--- src/hw/rtl/gns_pkg.sv ---
// Shared constants, codes and transaction types of the grid neighbor search.
package gns_pkg;

    localparam int MAX_PARTICLES = 1024;
    localparam int PW            = $clog2(MAX_PARTICLES);
    localparam int CNTW          = PW + 1;
    localparam int GRID_SIZE     = 32;
    localparam int GW            = $clog2(GRID_SIZE);
    localparam int CELLW         = 2 * GW;
    localparam int NCELLS        = GRID_SIZE * GRID_SIZE;
    localparam int CELL_CAPACITY = 16;
    localparam int CCW           = $clog2(CELL_CAPACITY);
    localparam int FW            = CCW + 1;
    localparam int MEMW          = CELLW + CCW;
    localparam int MAX_NEIGHBORS = 64;
    localparam int NBW           = $clog2(MAX_NEIGHBORS + 1);
    localparam int DRAIN_CYC     = 6;
    localparam int RADW          = 31;
    localparam int POSW          = 32;

    localparam logic [RADW-1:0] RADIUS_RESET = RADW'(65536);

    localparam logic [1:0] OP_LOAD  = 2'd0;
    localparam logic [1:0] OP_QUERY = 2'd1;
    localparam logic [1:0] OP_CLEAR = 2'd2;

    localparam logic [2:0] ST_NEIGHBOR  = 3'd0;
    localparam logic [2:0] ST_ACCEPTED  = 3'd1;
    localparam logic [2:0] ST_CELL_FULL = 3'd2;
    localparam logic [2:0] ST_STORE_FULL = 3'd3;
    localparam logic [2:0] ST_TRUNCATED = 3'd4;
    localparam logic [2:0] ST_BAD_INDEX = 3'd5;

    typedef struct packed {
        logic [1:0]            op;
        logic signed [POSW-1:0] pos_x;
        logic signed [POSW-1:0] pos_y;
        logic [PW-1:0]         particle_index;
    } t_in;

    typedef struct packed {
        logic [PW-1:0] neighbor_index;
        logic [2:0]    status;
        logic          last;
    } t_out;

endpackage

--- src/hw/rtl/gns_dist.sv ---
// Pipelined exact squared-distance test of one candidate against the queried particle.
module gns_dist (
    input  logic                          i_clk,
    input  logic                          i_rst_n,
    input  logic                          i_vld,
    input  logic [gns_pkg::PW-1:0]        i_k,
    input  logic [gns_pkg::POSW-1:0]      i_px,
    input  logic [gns_pkg::POSW-1:0]      i_py,
    input  logic [gns_pkg::POSW-1:0]      i_ox,
    input  logic [gns_pkg::POSW-1:0]      i_oy,
    input  logic [2*gns_pkg::RADW-1:0]    i_r2,
    output logic                          o_vld,
    output logic [gns_pkg::PW-1:0]        o_k,
    output logic                          o_hit
);
    import gns_pkg::*;

    logic [POSW:0]     dx;
    logic [POSW:0]     dy;
    logic [POSW:0]     ndx;
    logic [POSW:0]     ndy;
    logic              r_vc;
    logic              r_vd;
    logic              r_ve;
    logic [PW-1:0]     r_kc;
    logic [PW-1:0]     r_kd;
    logic [PW-1:0]     r_ke;
    logic [POSW-1:0]   r_dxa;
    logic [POSW-1:0]   r_dya;
    logic [2*POSW-1:0] r_sx;
    logic [2*POSW-1:0] r_sy;
    logic              r_hit;
    logic [2*POSW:0]   sum;

    assign dx  = {i_px[POSW-1], i_px} - {i_ox[POSW-1], i_ox};
    assign dy  = {i_py[POSW-1], i_py} - {i_oy[POSW-1], i_oy};
    assign ndx = ~dx + (POSW+1)'(1);
    assign ndy = ~dy + (POSW+1)'(1);
    assign sum = {1'b0, r_sx} + {1'b0, r_sy};

    always_ff @(posedge i_clk) begin
        if (!i_rst_n) begin
            r_vc <= 1'b0;
            r_vd <= 1'b0;
            r_ve <= 1'b0;
        end else begin
            r_vc <= i_vld;
            r_vd <= r_vc;
            r_ve <= r_vd;
        end
    end

    always_ff @(posedge i_clk) begin
        r_kc  <= i_k;
        r_dxa <= dx[POSW] ? ndx[POSW-1:0] : dx[POSW-1:0];
        r_dya <= dy[POSW] ? ndy[POSW-1:0] : dy[POSW-1:0];
        r_kd  <= r_kc;
        r_sx  <= r_dxa * r_dxa;
        r_sy  <= r_dya * r_dya;
        r_ke  <= r_kd;
        r_hit <= sum <= {3'b000, i_r2};
    end

    assign o_vld = r_ve;
    assign o_k   = r_ke;
    assign o_hit = r_hit;

endmodule

--- config.mk ---
export PLATFORM = sky130hd
export DESIGN_NAME = gns_dist
export DESIGN_NICKNAME = d
export VERILOG_FILES = /design/src/hw/rtl/gns_pkg.sv /design/src/hw/rtl/gns_dist.sv
export SDC_FILE = /design/constraint.sdc
export NUM_CORES = 2
export LEC_CHECK = 0
export ABC_AREA = 0
export BUFFER_PORTS_ARGS = -buffer_cell sky130_fd_sc_hd__buf_2
export CAP_MARGIN = 15
export CORE_ASPECT_RATIO = 1.4
export CORE_MARGIN = 2
export CORE_UTILIZATION = 40
export DETAILED_ROUTE_END_ITERATION = 8
export SYNTH_ARGS = -nofsm -noshare
export SYNTH_HDL_FRONTEND = slang
export SYNTH_SLANG_ARGS = --single-unit
--- constraint.sdc ---
create_clock -name i_clk -period 9.3 [get_ports i_clk]
set_input_delay 1.395 -clock i_clk [delete_from_list [all_inputs] [get_ports i_clk]]
set_output_delay 1.395 -clock i_clk [all_outputs]
set_load 0.02 [all_outputs]
# --- Yosys cells after proc, flatten, opt, wreduce, memory -nomap -nowiden ---
# Index checks and enable logic that the tools add are counted.
word_totals:
  regBits: 226
  out_inout_bits: 12
  elab_cells: 23
classes:
  add_sub_neg: 5
  multipliers: 2
  magnitude_cmp: 1
  n_mux: 2
  bitwise_logic: 2
op_table:
  columns: ["cell", "count"]
  rows:
  - ["$mul 32x32->64", 2]
  - ["$sub 32x32->33", 2]
  - ["$add 64x64->65", 1]
  - ["$le 65x62->1", 1]
  - ["$add 32x1->32 const B", 2]
  - ["$mux 32", 2]
  - ["$not 32->32", 2]

# --- Logic depth before layout (Yosys ltp) ---
logic_depth:
  depth_word: 4
  mapped_depth: 33

# --- Worst setup path before layout ---
# OpenSTA, ideal clock, no wires.
synth_timing:
  path_kind: "register -> register"
  from: "register r_dxa[2]"
  to: "register r_sx[62]"
  arrival_ns: 7.809
  t_required_ns: 9.237
  slack_ns: 1.428
  stages_incl_launch_ff: 29
  period_less_slack_ns: 7.872
  path_cell_list: "dfxtp_1 > clkbuf_1 > buf_1 > nand2_1 > fa_1 > inv_1 > fa_1 > inv_1 > fa_1 > fa_1 > inv_1 > fa_1 > inv_1 > fa_1 > inv_1 > fa_1 > fa_1 > ha_1 > a21o_1 > a21o_1 > a22o_1 > a31oi_1 > o41a_1 > o21a_1 > o21ai_0 > a21oi_1 > a31oi_1 > or4b_2 > nand3_1"
synth_between:
  elab_chain_len: 1
synth_lines:
  columns: ["item", "line_no", "source"]
  rows:
  - ["start: declaration", "gns_dist.sv:28", "logic [POSW-1:0] r_dxa;"]
  - ["start signal: assignment", "gns_dist.sv:55", "r_dxa <= dx[POSW] ? ndx[POSW-1:0] : dx[POSW-1:0];"]
  - ["$mul 32x32->64", "gns_dist.sv:58", "r_sx <= r_dxa * r_dxa;"]
  - ["end signal: assignment", "gns_dist.sv:58", null]
  - ["end: declaration", "gns_dist.sv:30", "logic [2*POSW-1:0] r_sx;"]
# No other way between the ends.
# A chain may end at the register's enable or synchronous reset.

# --- Worst setup path in the final report ---
layout_timing:
  from: "register r_dxa[7]"
  to: "register r_sx[62]"
# Same word-level chain as after synthesis.

==> results_dict.tcl <==
set metrics [dict create \
    end_kind "flip-flop" \
    cts_buffers 29 \
    num_vias 53200 \
    core_sq_um 181000 \
    clockRootBuffer "clkbuf_16" \
    rows 185 \
    finalHoldViolCount 0 \
    yosysWarnings 0 \
    clock.fmax_ghz 0.112 \
    syn-num-nets 10600 \
    drv_slew 0 \
    io_pins 215 \
    synth.most_common_cell "inv_1" \
    routed_wire_length_per_instance_um 19.3 \
    finClkSkew_ns 0.0126 \
    maxSlewHeadroom 0.330 \
    holdCritPathClass "flip-flop to flip-flop" \
    clock_latency_ns 0.64 \
    ys_ff_latch 224 \
    yosysUniqueCellTypes 86 \
    htree_levels 1 \
    initial_utilization 0.402 \
    cp_max_fo 22 \
    path_class "flip-flop to flip-flop" \
    seq_area_frac_synth 0.0615 \
    fin_setup_tns_ns 0 \
    ys_async_sr_fraction 0 \
    synthDominantCellAreaShare 0.436 \
    grt_pass1_wl_um 324000 \
    antenna_found_initial 11 \
    drive_above_1_share 0.0598 \
    setup_violations 0 \
    die_area_sq_um 186000 \
    vias_per_cell 5.04 \
    cts.sinks 224 \
    drv_cap 0 \
    syn_area_sq_um 72900 \
    required_ns 9.88 \
    grt_max_degree 41 \
    place_congestion 0.951 \
    status "finished, final reports clean" \
    die_h_um 509 \
    start_kind "flip-flop" \
    final_nets 10700 \
    postCtsSetupBuffers 0 \
    grt_pass1_vias 59900 \
    synth_common_cells "inv_1, fa_1, ha_1" \
    synth_top_cells_by_area "fa_1, ha_1, inv_1" \
    arrival_ns 9.52 \
    fin_crit_ns 8.93 \
    netlist_instances 7972 \
    rsz0062_at_grt "false" \
    drc 0 \
    yosysTopAreaCell "fa_1" \
    synth_enable_flop_cells 0 \
    cts_tree "done" \
    globalRouteOverflowTotal 0 \
    tightest_slew_ns 1.00 \
    clkTransAtPathRegs_ns 0.07 \
    clockBufferDepth 3 \
    finalCritPeriodShare 0.961 \
    io_buffer_count 214 \
    syn_area_per_cell_sq_um 9.15 \
    ant_nets 0 \
    drt_iter0_drc 2638 \
    syn_to_final_growth_pct 7.24 \
    grt_usage 0.225 \
    die_w_um 365 \
    dp_hpwl_um 175000 \
    dominantRegCellSynth "dfxtp_1" \
    drtPass1Iterations 5 \
    wl_um 204000 \
]
==> critical path, cell delays in order, from the launching register on <==
cell and delay (ns):
dfxtp_1 0.58, buf_4 0.41, nand2_1 0.21, fa_1 0.58
inv_1 0.05, fa_1 0.44, fa_1 0.55, inv_1 0.05
fa_1 0.49, inv_1 0.06, fa_1 0.50, inv_1 0.05
fa_1 0.55, inv_1 0.05, fa_1 0.50, fa_1 0.47
ha_1 0.36, a21o_1 0.17, a21o_1 0.20, a22o_1 0.24
a31oi_1 0.38, o41a_1 0.35, o21a_1 0.21, o21ai_0 0.19
a21oi_1 0.25, a31oi_1 0.18, or4b_2 0.64, nand3_1 0.10
==> final timing paths <==
path / startpoint / endpoint / slack (ns) / cells after the start
setup reg to reg: r_dxa[7] / r_sx[62] / 0.37 / 27
hold / removal: r_kc[3] / r_kd[3] / 0.32 / 0
setup / recovery: r_dxa[7] / r_sx[62] / 0.37 / 27
hold reg to reg: r_kc[3] / r_kd[3] / 0.32 / 0
==> through the flow <==
stage / utilization / area (sq um) / hold WS [ns] / worst slack [ns] / cells
floorplan: - / 72900 / 0.310 / 1.43 / 7972
global placement: 0.426 / 77200 / 0.310 / 0.348 / 10500
detailed placement: 0.426 / 77200 / 0.313 / 0.283 / 10500
CTS: 0.431 / 78200 / 0.327 / 0.253 / 10500
global route: 0.431 / 78200 / 0.330 / 0.0988 / 10500
finish: 0.431 / 78200 / 0.324 / 0.365 / 10500
==> cell usage in the layout, fill, tap and decap left out, types with 8 or more instances in the layout <==
master and instances:
o21a_1 35, a221oi_1 10, a31oi_1 43, or2_2 16, o21bai_1 28, mux2i_1 9
and2_1 485, a211oi_1 22, a21o_1 207, o21ai_1 22, a21oi_1 261, xnor2_1 230
nor2_1 199, or3_1 10, dfxtp_1 216, fa_1 1588, o31ai_1 20, nand3_1 55
buf_2 214, o211ai_1 22, buf_4 139, nor2b_1 40, o221ai_1 11, dfxtp_2 8
nand2b_1 31, xor2_1 135, ha_1 787, nor3_1 36, clkbuf_16 29, nor4_1 9
a31o_2 36, a221o_1 12, nand2_1 620, a21boi_0 8, and3_1 30, inv_1 2126
nand4_1 61, o21ai_0 147
==> sequential cells by signal, indices dropped and copies added, names as in the netlist <==
signal and flops:
r_sy 63, o_k 10, o_hit 1, r_dxa 32
r_dya 32, r_kc 10, r_vd 1, o_vld 1
r_sx 63, r_kd 10, r_vc 1
==> timing repair <==
item / in CTS / in global routing
gates resized for setup: 0 / 9
endpoints found under the setup margin: 0 / 1
hold buffers: 0 / 0
==> logic make-up after synthesis <==
family	count (synthesis)	share of synthesized area
muxes	12	0.00170
buffers and inverters	2405	0.124
and+or+nand+nor	1629	0.111
AOI/OAI and AO/OA	962	0.0870
adders and majority gates	2375	0.571
xor gates and xnor gates	365	0.0438
DFF	224	0.0615
==> routing by layer <==
layer	up-vias	part of all wire	GRT usage	wire, um
li1	24400	-	-	-
met1	26900	0.38	0.264	77500
met2	1498	0.52	0.418	106000
met3	414	0.054	0.0245	11000
met4	4	0.045	0.0875	9180
met5	-	0.00013	0	27
==> cell type report <==
class	count	area (sq um)
Inverter	2128	7990
Clock buffer	39	833
Fill cell	17900	103000
Multi-Input combinational cell	5343	59400
Tap cell	2431	3040
Timing Repair Buffer	359	2230
Antenna cell	5	12.5
Clock inverter	15	179
Sequential cell	224	4490
Power is not shown: default switching activity piles up to over one toggle a cycle in this logic, so the estimate is an artifact.
