[config.mk]
export PLATFORM = sky130hd
export DESIGN_NAME = gns_div
export DESIGN_NICKNAME = d
export VERILOG_FILES = /design/src/hw/rtl/gns_pkg.sv /design/src/hw/rtl/gns_div.sv
export SDC_FILE = /design/constraint.sdc
export NUM_CORES = 1
export LEC_CHECK = 0
export BUFFER_PORTS_ARGS = -buffer_cell sky130_fd_sc_hd__buf_2
export CAP_MARGIN = 15
export CELL_PAD_IN_SITES_DETAIL_PLACEMENT = 1
export CELL_PAD_IN_SITES_GLOBAL_PLACEMENT = 2
export CORE_UTILIZATION = 40
export DETAILED_ROUTE_END_ITERATION = 8
export PLACE_DENSITY = 0.9
export SKIP_CTS_REPAIR_TIMING = 1
export SLEW_MARGIN = 20
export SYNTH_ARGS = -nofsm -noshare
export SYNTH_HDL_FRONTEND = slang
export SYNTH_SLANG_ARGS = --single-unit
[constraint.sdc]
create_clock -name i_clk -period 9.8 [get_ports i_clk]
set_input_delay 0.98 -clock i_clk [delete_from_list [all_inputs] [get_ports i_clk]]
set_output_delay 0.98 -clock i_clk [all_outputs]
set_load 0.05 [all_outputs]
[src/hw/rtl/gns_pkg.sv]
// Shared constants, codes and transaction types of the grid neighbor search.
package gns_pkg;

    localparam int MAX_PARTICLES = 1024;
    localparam int PW            = $clog2(MAX_PARTICLES);
    localparam int CNTW          = PW + 1;
    localparam int GRID_SIZE     = 32;
    localparam int GW            = $clog2(GRID_SIZE);
    localparam int CELLW         = 2 * GW;
    localparam int NCELLS        = GRID_SIZE * GRID_SIZE;
    localparam int CELL_CAPACITY = 16;
    localparam int CCW           = $clog2(CELL_CAPACITY);
    localparam int FW            = CCW + 1;
    localparam int MEMW          = CELLW + CCW;
    localparam int MAX_NEIGHBORS = 64;
    localparam int NBW           = $clog2(MAX_NEIGHBORS + 1);
    localparam int DRAIN_CYC     = 6;
    localparam int RADW          = 31;
    localparam int POSW          = 32;

    localparam logic [RADW-1:0] RADIUS_RESET = RADW'(65536);

    localparam logic [1:0] OP_LOAD  = 2'd0;
    localparam logic [1:0] OP_QUERY = 2'd1;
    localparam logic [1:0] OP_CLEAR = 2'd2;

    localparam logic [2:0] ST_NEIGHBOR  = 3'd0;
    localparam logic [2:0] ST_ACCEPTED  = 3'd1;
    localparam logic [2:0] ST_CELL_FULL = 3'd2;
    localparam logic [2:0] ST_STORE_FULL = 3'd3;
    localparam logic [2:0] ST_TRUNCATED = 3'd4;
    localparam logic [2:0] ST_BAD_INDEX = 3'd5;

    typedef struct packed {
        logic [1:0]            op;
        logic signed [POSW-1:0] pos_x;
        logic signed [POSW-1:0] pos_y;
        logic [PW-1:0]         particle_index;
    } t_in;

    typedef struct packed {
        logic [PW-1:0] neighbor_index;
        logic [2:0]    status;
        logic          last;
    } t_out;

endpackage

[src/hw/rtl/gns_div.sv]
// Bit-serial divider that yields floor(value / radius) wrapped to a grid coordinate.
module gns_div (
    input  logic                         i_clk,
    input  logic                         i_rst_n,
    input  logic                         i_start,
    input  logic [gns_pkg::POSW-1:0]     i_val,
    input  logic [gns_pkg::RADW-1:0]     i_den,
    output logic                         o_done,
    output logic [gns_pkg::GW-1:0]       o_coord
);
    import gns_pkg::*;

    localparam int STW = $clog2(POSW);

    logic [POSW-1:0] r_num;
    logic [RADW-1:0] r_rem;
    logic [RADW-1:0] r_den;
    logic [GW-1:0]   r_q;
    logic            r_neg;
    logic            r_run;
    logic            r_done;
    logic [STW-1:0]  r_step;
    logic [POSW-1:0] sh;
    logic [POSW:0]   diff;
    logic            ge;
    logic [POSW-1:0] mag;

    assign mag  = i_val[POSW-1] ? (~i_val + POSW'(1)) : i_val;
    assign sh   = {r_rem, r_num[POSW-1]};
    assign diff = {1'b0, sh} - {2'b00, r_den};
    assign ge   = !diff[POSW];

    always_ff @(posedge i_clk) begin
        if (!i_rst_n) begin
            r_run  <= 1'b0;
            r_done <= 1'b0;
            r_step <= '0;
        end else begin
            r_done <= 1'b0;
            if (i_start) begin
                r_run  <= 1'b1;
                r_step <= '0;
            end else if (r_run) begin
                r_step <= r_step + STW'(1);
                if (r_step == STW'(POSW - 1)) begin
                    r_run  <= 1'b0;
                    r_done <= 1'b1;
                end
            end
        end
    end

    always_ff @(posedge i_clk) begin
        if (i_start) begin
            r_num <= mag;
            r_neg <= i_val[POSW-1];
            r_den <= i_den;
            r_rem <= '0;
            r_q   <= '0;
        end else if (r_run) begin
            r_num <= {r_num[POSW-2:0], 1'b0};
            r_rem <= ge ? diff[RADW-1:0] : sh[RADW-1:0];
            r_q   <= {r_q[GW-2:0], ge};
        end
    end

    always_comb begin
        if (!r_neg) begin
            o_coord = r_q;
        end else if (r_rem != '0) begin
            o_coord = ~r_q;
        end else begin
            o_coord = ~r_q + GW'(1);
        end
    end

    assign o_done = r_done;

endmodule

### Yosys cells after proc, flatten, opt, wreduce, memory -nomap -nowiden

Cells that the tools add are included.

| storage, ports and cells | value |
|---|---|
| memory bits (read-only) | 0 |
| memories | 0 |
| bits of input ports | 66 |
| flip-flop bits (word level) | 107 |
| output and inout bits | 6 |
| bits in latches | 0 |
| RAM bits | 0 |
| word-level logic and storage cells | 32 |

| operators by class | value |
|---|---|
| add/subtract/negate cells | 4 |
| multipliers | 0 |
| $lt $le $gt $ge | 0 |
| eq/ne operators | 1 |
| bitwise operators | 4 |
| muxes and demuxes | 10 |
| reductions and logical operators | 5 |
| divide/modulo/power cells | 0 |
| shifts and indexed selects | 0 |

Operators by type and width:

| operator | number |
|---|---|
| two-way mux 32 bit | 3 |
| subtractor 32 x 31 -> 33 bit | 1 |
| adder 32 x 1 -> 32 bit (second input constant) | 1 |
| NOT 32 bit | 1 |
| two-way mux 31 bit | 1 |
| nonzero test 31 bit | 1 |
| adder 5 x 1 -> 5 bit (second input constant) | 2 |
| two-way mux 5 bit | 2 |
| equality test 5 bit (second input constant) | 1 |
| NOT 5 bit | 1 |
| two-way mux 1 bit | 4 |
| OR reduction 3 bit | 1 |
| NOT 1 bit | 2 |
| nonzero test 2 bit | 1 |
| OR reduction 2 bit | 1 |
| zero test 1 bit | 1 |

### Longest topological paths before layout

Gate-level depths: netlist of the first run.

| depth | value |
|---|---|
| depth in word-level cells | 4 |
| depth in mapped cells | 13 |
| mapped depth without buffers | 12 |

### Least setup slack after synthesis of the first run

No wires, ideal clock.

| path | value |
|---|---|
| kind | input to register |
| from | input port i_val[1] (netlist name) |
| to | register r_num[29], data pin |
| data required time | 9.530 ns |
| cell stages on the path | 9 |
| setup slack | 5.659 ns |
| setup time | 0.270 ns |
| data arrival time | 3.871 ns |
| path through | or3_4 or4_1 or4_4 or3_4 or4_1 or4_4 o41ai_4 xor2_1 a21oi_1 |

| between the ends | value |
|---|---|
| word-level cells in the longest chain between the ends | 4 |

RTL lines:

| what | line | source |
|---|---|---|
| start: declaration | gns_div.sv:6 | `input logic [gns_pkg::POSW-1:0] i_val,` |
| NOT 32 bit | gns_div.sv:28 | `assign mag = i_val[POSW-1] ? (~i_val + POSW'(1)) : i_val;` |
| adder 32 x 1 -> 32 bit | gns_div.sv:28 |  |
| two-way mux 32 bit | gns_div.sv:28 |  |
| two-way mux 32 bit | gns_div.sv:54 | `if (i_start) begin` |
| end signal: assignment | gns_div.sv:55 | `r_num <= mag;` |
| end signal: assignment | gns_div.sv:61 | `r_num <= {r_num[POSW-2:0], 1'b0};` |
| end: declaration | gns_div.sv:15 | `logic [POSW-1:0] r_num;` |

Every way passes these cells.
A chain may end at the register's enable or synchronous reset.

### Final worst setup path of the first run

Ends and elaborated chain as after synthesis.

==> results.cfg, run 1 <==
[timing]
rsz0062_at_grt = false
worst_pin_slew_ns = 0.823
period_share = 0.427
setup_viol = 0
drv_slew = 0
fin_skew_ns = 0.0149
fmax_ghz = 0.239
timing.setup.tns_ns = 0
slew_headroom = 0.450
min_period_ns = 4.18
hold_viol = 0

[logic_synthesis]
synth-compound-area-share = 0.185
synthSimpleGateAreaFrac = 0.155
async_flop_share = 0
synth-edff-count = 64
syn_inst = 711
synth_area_leader_cell = edfxtp_1
synth_warnings = 0
ys.flop_type = edfxtp_1
synth_fa_ha_area_frac = 0.0695
synthTopCellsByCount = 82 x nor2_1, 64 x edfxtp_1, 62 x a21oi_1
ys_seq_area_frac = 0.422
yosys.area.top_type_share = 0.292
synth-xor-area-share = 0.0758
syn_nets = 813
synth_area_per_cell_um2 = 9.27
synth-seq-cells = 107
synthMuxAreaShare = 0.0461
yosysMostFrequentCell = nor2_1
synth_top_family_by_area = compound AO/OA/AOI/OAI gates
synth.distinct_cells = 57
yosys-top-cells-area = edfxtp_1 29%, dfxtp_1 13%, ha_1 6.6%, xor2_1 5.1%, a21oi_1 4.7%
netlist_area_um2 = 6590

[critical_path]
critical_path.max_fanout = 5
worst-endpoint-arrival_ns = 4.28
critPathLaunchType = primary input
endpoint_kind = flip-flop
path_class = in2reg
required_ns = 9.89

[clocking]
root_buffer = clkbuf_16
clkLatencyLatePin_ns = 0.37
htree_levels = 3
cts_made_buffers = 9
tritoncts = yes
clockBufferDepth = 2
clock_sinks = 107
clkTransAtPathRegs_ns = 0.08

[power]
ir_drop_v = 0.0000906
leakage_uw = 0.00299
power_density_nw_per_um2 = 158

[grt]
grt_pass1_vias = 5704
overflow = 0
grt_antenna_before_repair = 0
grt_first_pass_wirelength_mm = 28.0
grt_max_degree = 72
grt_util_all_layers = 0.211

[floorplan]
chipHeight_um = 130
rows = 46
die_w_um = 130
start_util = 0.412
core_um2 = 16000
ioPinCount = 72
die_area_um2 = 17000

[layout]
area_delta_synth_final_pct = 13.1
fill_cells = 1908
n_antenna_cell = 0
final_cells = 991
layout.nets = 872
drive_gt1_frac = 0.142

[routing]
routed_wl_mm = 16.8
vias = 5416
wl_per_cell_um = 16.9
drc = 0
drt_iter0_markers = 259
drt_pre_antenna_iters = 4
ant_nets = 0
viasPerCell = 5.47

[placement]
dp.final_hpwl_mm = 12.2
gp_congestion = 0.845
portBuffers = 71
dp.cells = 975

[flow_run]
drv_cap = 0

[min_path]
holdCritPathClass = reg2reg

[run_status]
outcome = completed
[cell type report]
cell class	count	area, um2	area share
inverters	54	203	0.0272
clock inverters	6	46.3	0.00621
repair buffers	75	388	0.0521
clock buffers	10	239	0.0321
multi-input cells	523	3520	0.473
well taps	216	270	0.0363
flip-flops and latches	107	2780	0.374
[worst max-delay path: stages]
cell	delay, ns
buf_2	0.11
or3_4	0.39
or4_1	0.43
or4_4	0.47
or3_4	0.36
or4_1	0.43
or4_4	0.50
o41ai_4	0.29
xor2_1	0.21
a21oi_1	0.08
[metal layers]
| metal | wire [um] | up-vias | share of wire | track usage |
|---|---|---|---|---|
| li1 | - | 2693 | - | - |
| met1 | 7850 | 2641 | 0.47 | 0.268 |
| met2 | 8270 | 70 | 0.49 | 0.370 |
| met3 | 517 | 12 | 0.031 | 0.0402 |
| met4 | 144 | 0 | 0.0086 | 0.0487 |
| met5 | 0 | - | 0 | 0 |
[cells by family (layout without fill, tap and decap cells)]
logic type                 Yosys count  in the layout
buffers and inverters               81            145
and+or+nand+nor                    213            213
DFF                                107            107
AOI/OAI and AO/OA                  187            187
muxes                               30             30
xor gates and xnor gates            57             57
adders and majority gates           36             36
[cell usage in the layout (no fill, tap or decap), types with 7 or more instances in the layout]
master | Yosys | final
a211oi_1 | 24 | 24
a21oi_1 | 62 | 62
a31oi_1 | 9 | 9
buf_2 | 0 | 70
clkbuf_16 | 0 | 9
dfxtp_1 | 43 | 42
edfxtp_1 | 64 | 64
ha_1 | 35 | 35
inv_1 | 53 | 53
mux2i_1 | 27 | 27
nand2_1 | 51 | 51
nand2b_1 | 7 | 7
nand3_1 | 8 | 8
nor2_1 | 82 | 82
nor4_1 | 8 | 8
o211ai_1 | 8 | 8
o21ai_0 | 29 | 29
o31ai_1 | 11 | 11
or2_2 | 7 | 7
or4_1 | 11 | 11
xnor2_1 | 19 | 19
xor2_1 | 38 | 38
[path summary, 6_finish.rpt]
check | startpoint | end | slack, ns | cells after the start
worst max-delay path | i_val[1] | r_num[29] | 5.62 | 10
worst min-delay path | r_rem[20] | r_rem[20] | 0.50 | 2
worst max register to register | r_num[31] | r_rem[29] | 5.74 | 13
worst min register to register | r_rem[20] | r_rem[20] | 0.50 | 2
[through the flow]
| stage | hold WS [ns] | utilization | power [uW] | area (um2) | setup slack [ns] |
|---|---|---|---|---|---|
| floorplan | 0.461 | - | 741 | 6590 | 5.66 |
| global placement | 0.481 | 0.448 | 811 | 7170 | 5.42 |
| detailed placement | 0.492 | 0.448 | 826 | 7170 | 5.26 |
| CTS | 0.501 | 0.466 | 1190 | 7450 | 5.62 |
| global route | 0.542 | 0.466 | 1240 | 7450 | 5.46 |
| finish | 0.504 | 0.466 | 1180 | 7450 | 5.62 |
[power by group]
group	total, uW	internal (uW)	leakage (uW)	switching (uW)
combinational	278	111	0.00187	167
clock	359	182	0.000143	177
sequential	539	518	0.000980	21.0
[registers in the layout (all words and copies together), names as in the netlist]
name    cells
r_neg       1
r_num      32
r_den      31
r_step      5
r_q         5
r_rem      31
r_run       1
o_done      1
(Power assumes the default switching activity.)
==> run 2, diff against run 1 <==
Settings changed: ABC_AREA set to 1, CORE_UTILIZATION 40 to 34, PLACE_DENSITY 0.9 to 0.85.
Clock period 9.8 ns to 4 ns, I/O delays scaled along.
==> results.cfg, run 2 <==
[run_status]
outcome = completed

[layout]
final_cell_mix = 371 x nand2_1, 208 x inv_1, 115 x nor2_1
largest_register_ffs = 32
finish.instance_area_um2 = 8730
n_antenna_cell = 0
largest_register = r_num
fill_cells = 2943
area_delta_synth_final_pct = 12.2
drive_gt1_frac = 0.108
reg_top3 = r_num (32), r_den (31), r_rem (31)
final_common_cell = nand2_1
layout.nets = 1322

[timing]
rsz0062_at_grt = false
fin_skew_ns = 0.00916
fmax_ghz = 0.360
timing.setup.tns_ns = 0
slew_headroom = 0.532
min_period_ns = 2.78
period_share = 0.695
worst_pin_slew_ns = 0.702
hold_viol = 0
setup_viol = 0
drv_slew = 0

[clocking]
clock_sinks = 107
tritoncts = yes
cts_made_buffers = 9
clkLatencyLatePin_ns = 0.37
clkTransAtPathRegs_ns = 0.08
clockBufferDepth = 2
htree_levels = 3
root_buffer = clkbuf_16

[critical_path]
required_ns = 3.60
worst-endpoint-arrival_ns = 2.38
critical_path.max_fanout = 5
path_cells = nor4_1 -> nand4_1 -> nor2_1 -> nand2_1 -> o21ai_0 -> nand2_1 -> o21ai_0 -> buf_2
endpoint_kind = output pin
worst-path-buf-inv = 1
cp_top_family = simple AND/OR/NAND/NOR gates
path_class = reg2out
crit_slowest_cell = nor4_1
critPathLaunchType = flip-flop
slowest_delay_ns = 0.43

[floorplan]
die_area_um2 = 23500
rows = 54
core_um2 = 22200
start_util = 0.351
die_w_um = 153
ioPinCount = 72
chipHeight_um = 153

[logic_synthesis]
synth_area_leader_cell = edfxtp_1
netlist_area_um2 = 7780
ys_seq_area_frac = 0.358
async_flop_share = 0
synth-xor-area-share = 0.0416
synth-edff-count = 64
yosysMostFrequentCell = nand2_1
syn_nets = 1258
synthMuxAreaShare = 0
synth_top_family_by_area = simple AND/OR/NAND/NOR gates
synthTopCellsByCount = 371 x nand2_1, 208 x inv_1, 115 x nor2_1
synthSimpleGateAreaFrac = 0.352
synth-compound-area-share = 0.0714
synth.distinct_cells = 45
yosys.area.top_type_share = 0.247
synth_fa_ha_area_frac = 0.0588
synth_area_per_cell_um2 = 6.73
yosys-top-cells-area = edfxtp_1 25%, nand2_1 18%, dfxtp_1 11%, inv_1 10%, ha_1 5.6%
synth_warnings = 0
synth-seq-cells = 107
ys.flop_type = edfxtp_1
syn_inst = 1156

[power]
leakage_uw = 0.00451
power_density_nw_per_um2 = 305
ir_drop_v = 0.000167

[routing]
routed_wl_mm = 23.0
wl_per_cell_um = 15.3
drt_pre_antenna_iters = 5
ant_nets = 0
drt_iter0_markers = 391
vias = 7272
viasPerCell = 4.83
drc = 0

[flow_run]
drv_cap = 0

[grt]
grt_util_all_layers = 0.205
grt_pass1_vias = 7405
grt_first_pass_wirelength_mm = 37.7
overflow = 0
grt_antenna_before_repair = 2
grt-busiest-layer = met2
grt_max_degree = 46
grt_util_met2 = 0.347
use_met3 = 0.0369
grt_use_met1 = 0.264

[placement]
dp.final_hpwl_mm = 18.1
portBuffers = 71
dpl_cell_area_um2 = 8410
gp_congestion = 0.847

[min_path]
holdCritPathClass = in2reg
[run 2: cell types whose count changed after synthesis, sizes merged, moves of 16 or more]
cell / change
xnor2: -16
a21oi: -25
nand3: +74
a211oi: -23
mux2i: -27
nand2: +338
nor2: +38
inv: +158
[run 2: metrics by stage]
step                      hold slack (ns)  utilization  instances  power (uW)  setup slack (ns)
final                               0.207        0.394       1505        2670              1.22
after detailed placement            0.473        0.379       1489        1710              1.34
after global routing                0.193        0.394       1505        2810             0.963
after floorplan                     0.444            -       1156        1570              1.78
after global placement              0.452        0.379       1489        1710              1.43
after CTS                           0.187        0.394       1505        2720              1.12
[run 2: power breakdown]
part / leakage, uW / switching [uW] / total, uW / internal [uW]
clock network: 0.000154 / 478 / 984 / 506
logic: 0.00337 / 283 / 415 / 132
registers: 0.000987 / 21.5 / 1270 / 1250
total: 0.00451 / 783 / 2670 / 1880
[run 2: kinds of logic after synthesis]
| kind of cell | count (synthesis) |
|---|---|
| AND/OR/NAND/NOR | 642 |
| flip-flops | 107 |
| AO/OA/AOI/OAI | 98 |
| XOR/XNOR | 37 |
| buffers and inverters | 236 |
| adder cells (fa/ha/maj) | 36 |
[run 2: cell type report]
type | count | area [um2] | share of cell area
Clock buffer | 9 | 225 | 0.0258
Clock inverter | 7 | 98.8 | 0.0113
Inverter | 212 | 796 | 0.0911
Multi-Input combinational cell | 813 | 4080 | 0.467
Sequential cell | 107 | 2780 | 0.319
Tap cell | 280 | 350 | 0.0401
Timing Repair Buffer | 77 | 400 | 0.0458
[run 2: final timing paths]
check / startpoint / to / slack [ns] / cells after the start
setup / recovery: r_rem[11] / o_coord[4] / 1.22 / 8
hold / removal: i_den[17] / r_den[17] / 0.21 / 1
setup reg to reg: r_den[0] / r_rem[27] / 1.34 / 13
hold reg to reg: r_step[4] / r_step[4] / 0.48 / 2
[run 2: metal layers]
| metal | wire (um) | vias up | part of all wire |
|---|---|---|---|
| met4 | 447 | 2 | 0.019 |
| met1 | 11000 | 3368 | 0.48 |
| met2 | 10600 | 121 | 0.46 |
| li1 | - | 3752 | - |
| met3 | 955 | 29 | 0.042 |
| met5 | 11 | - | 0.00048 |
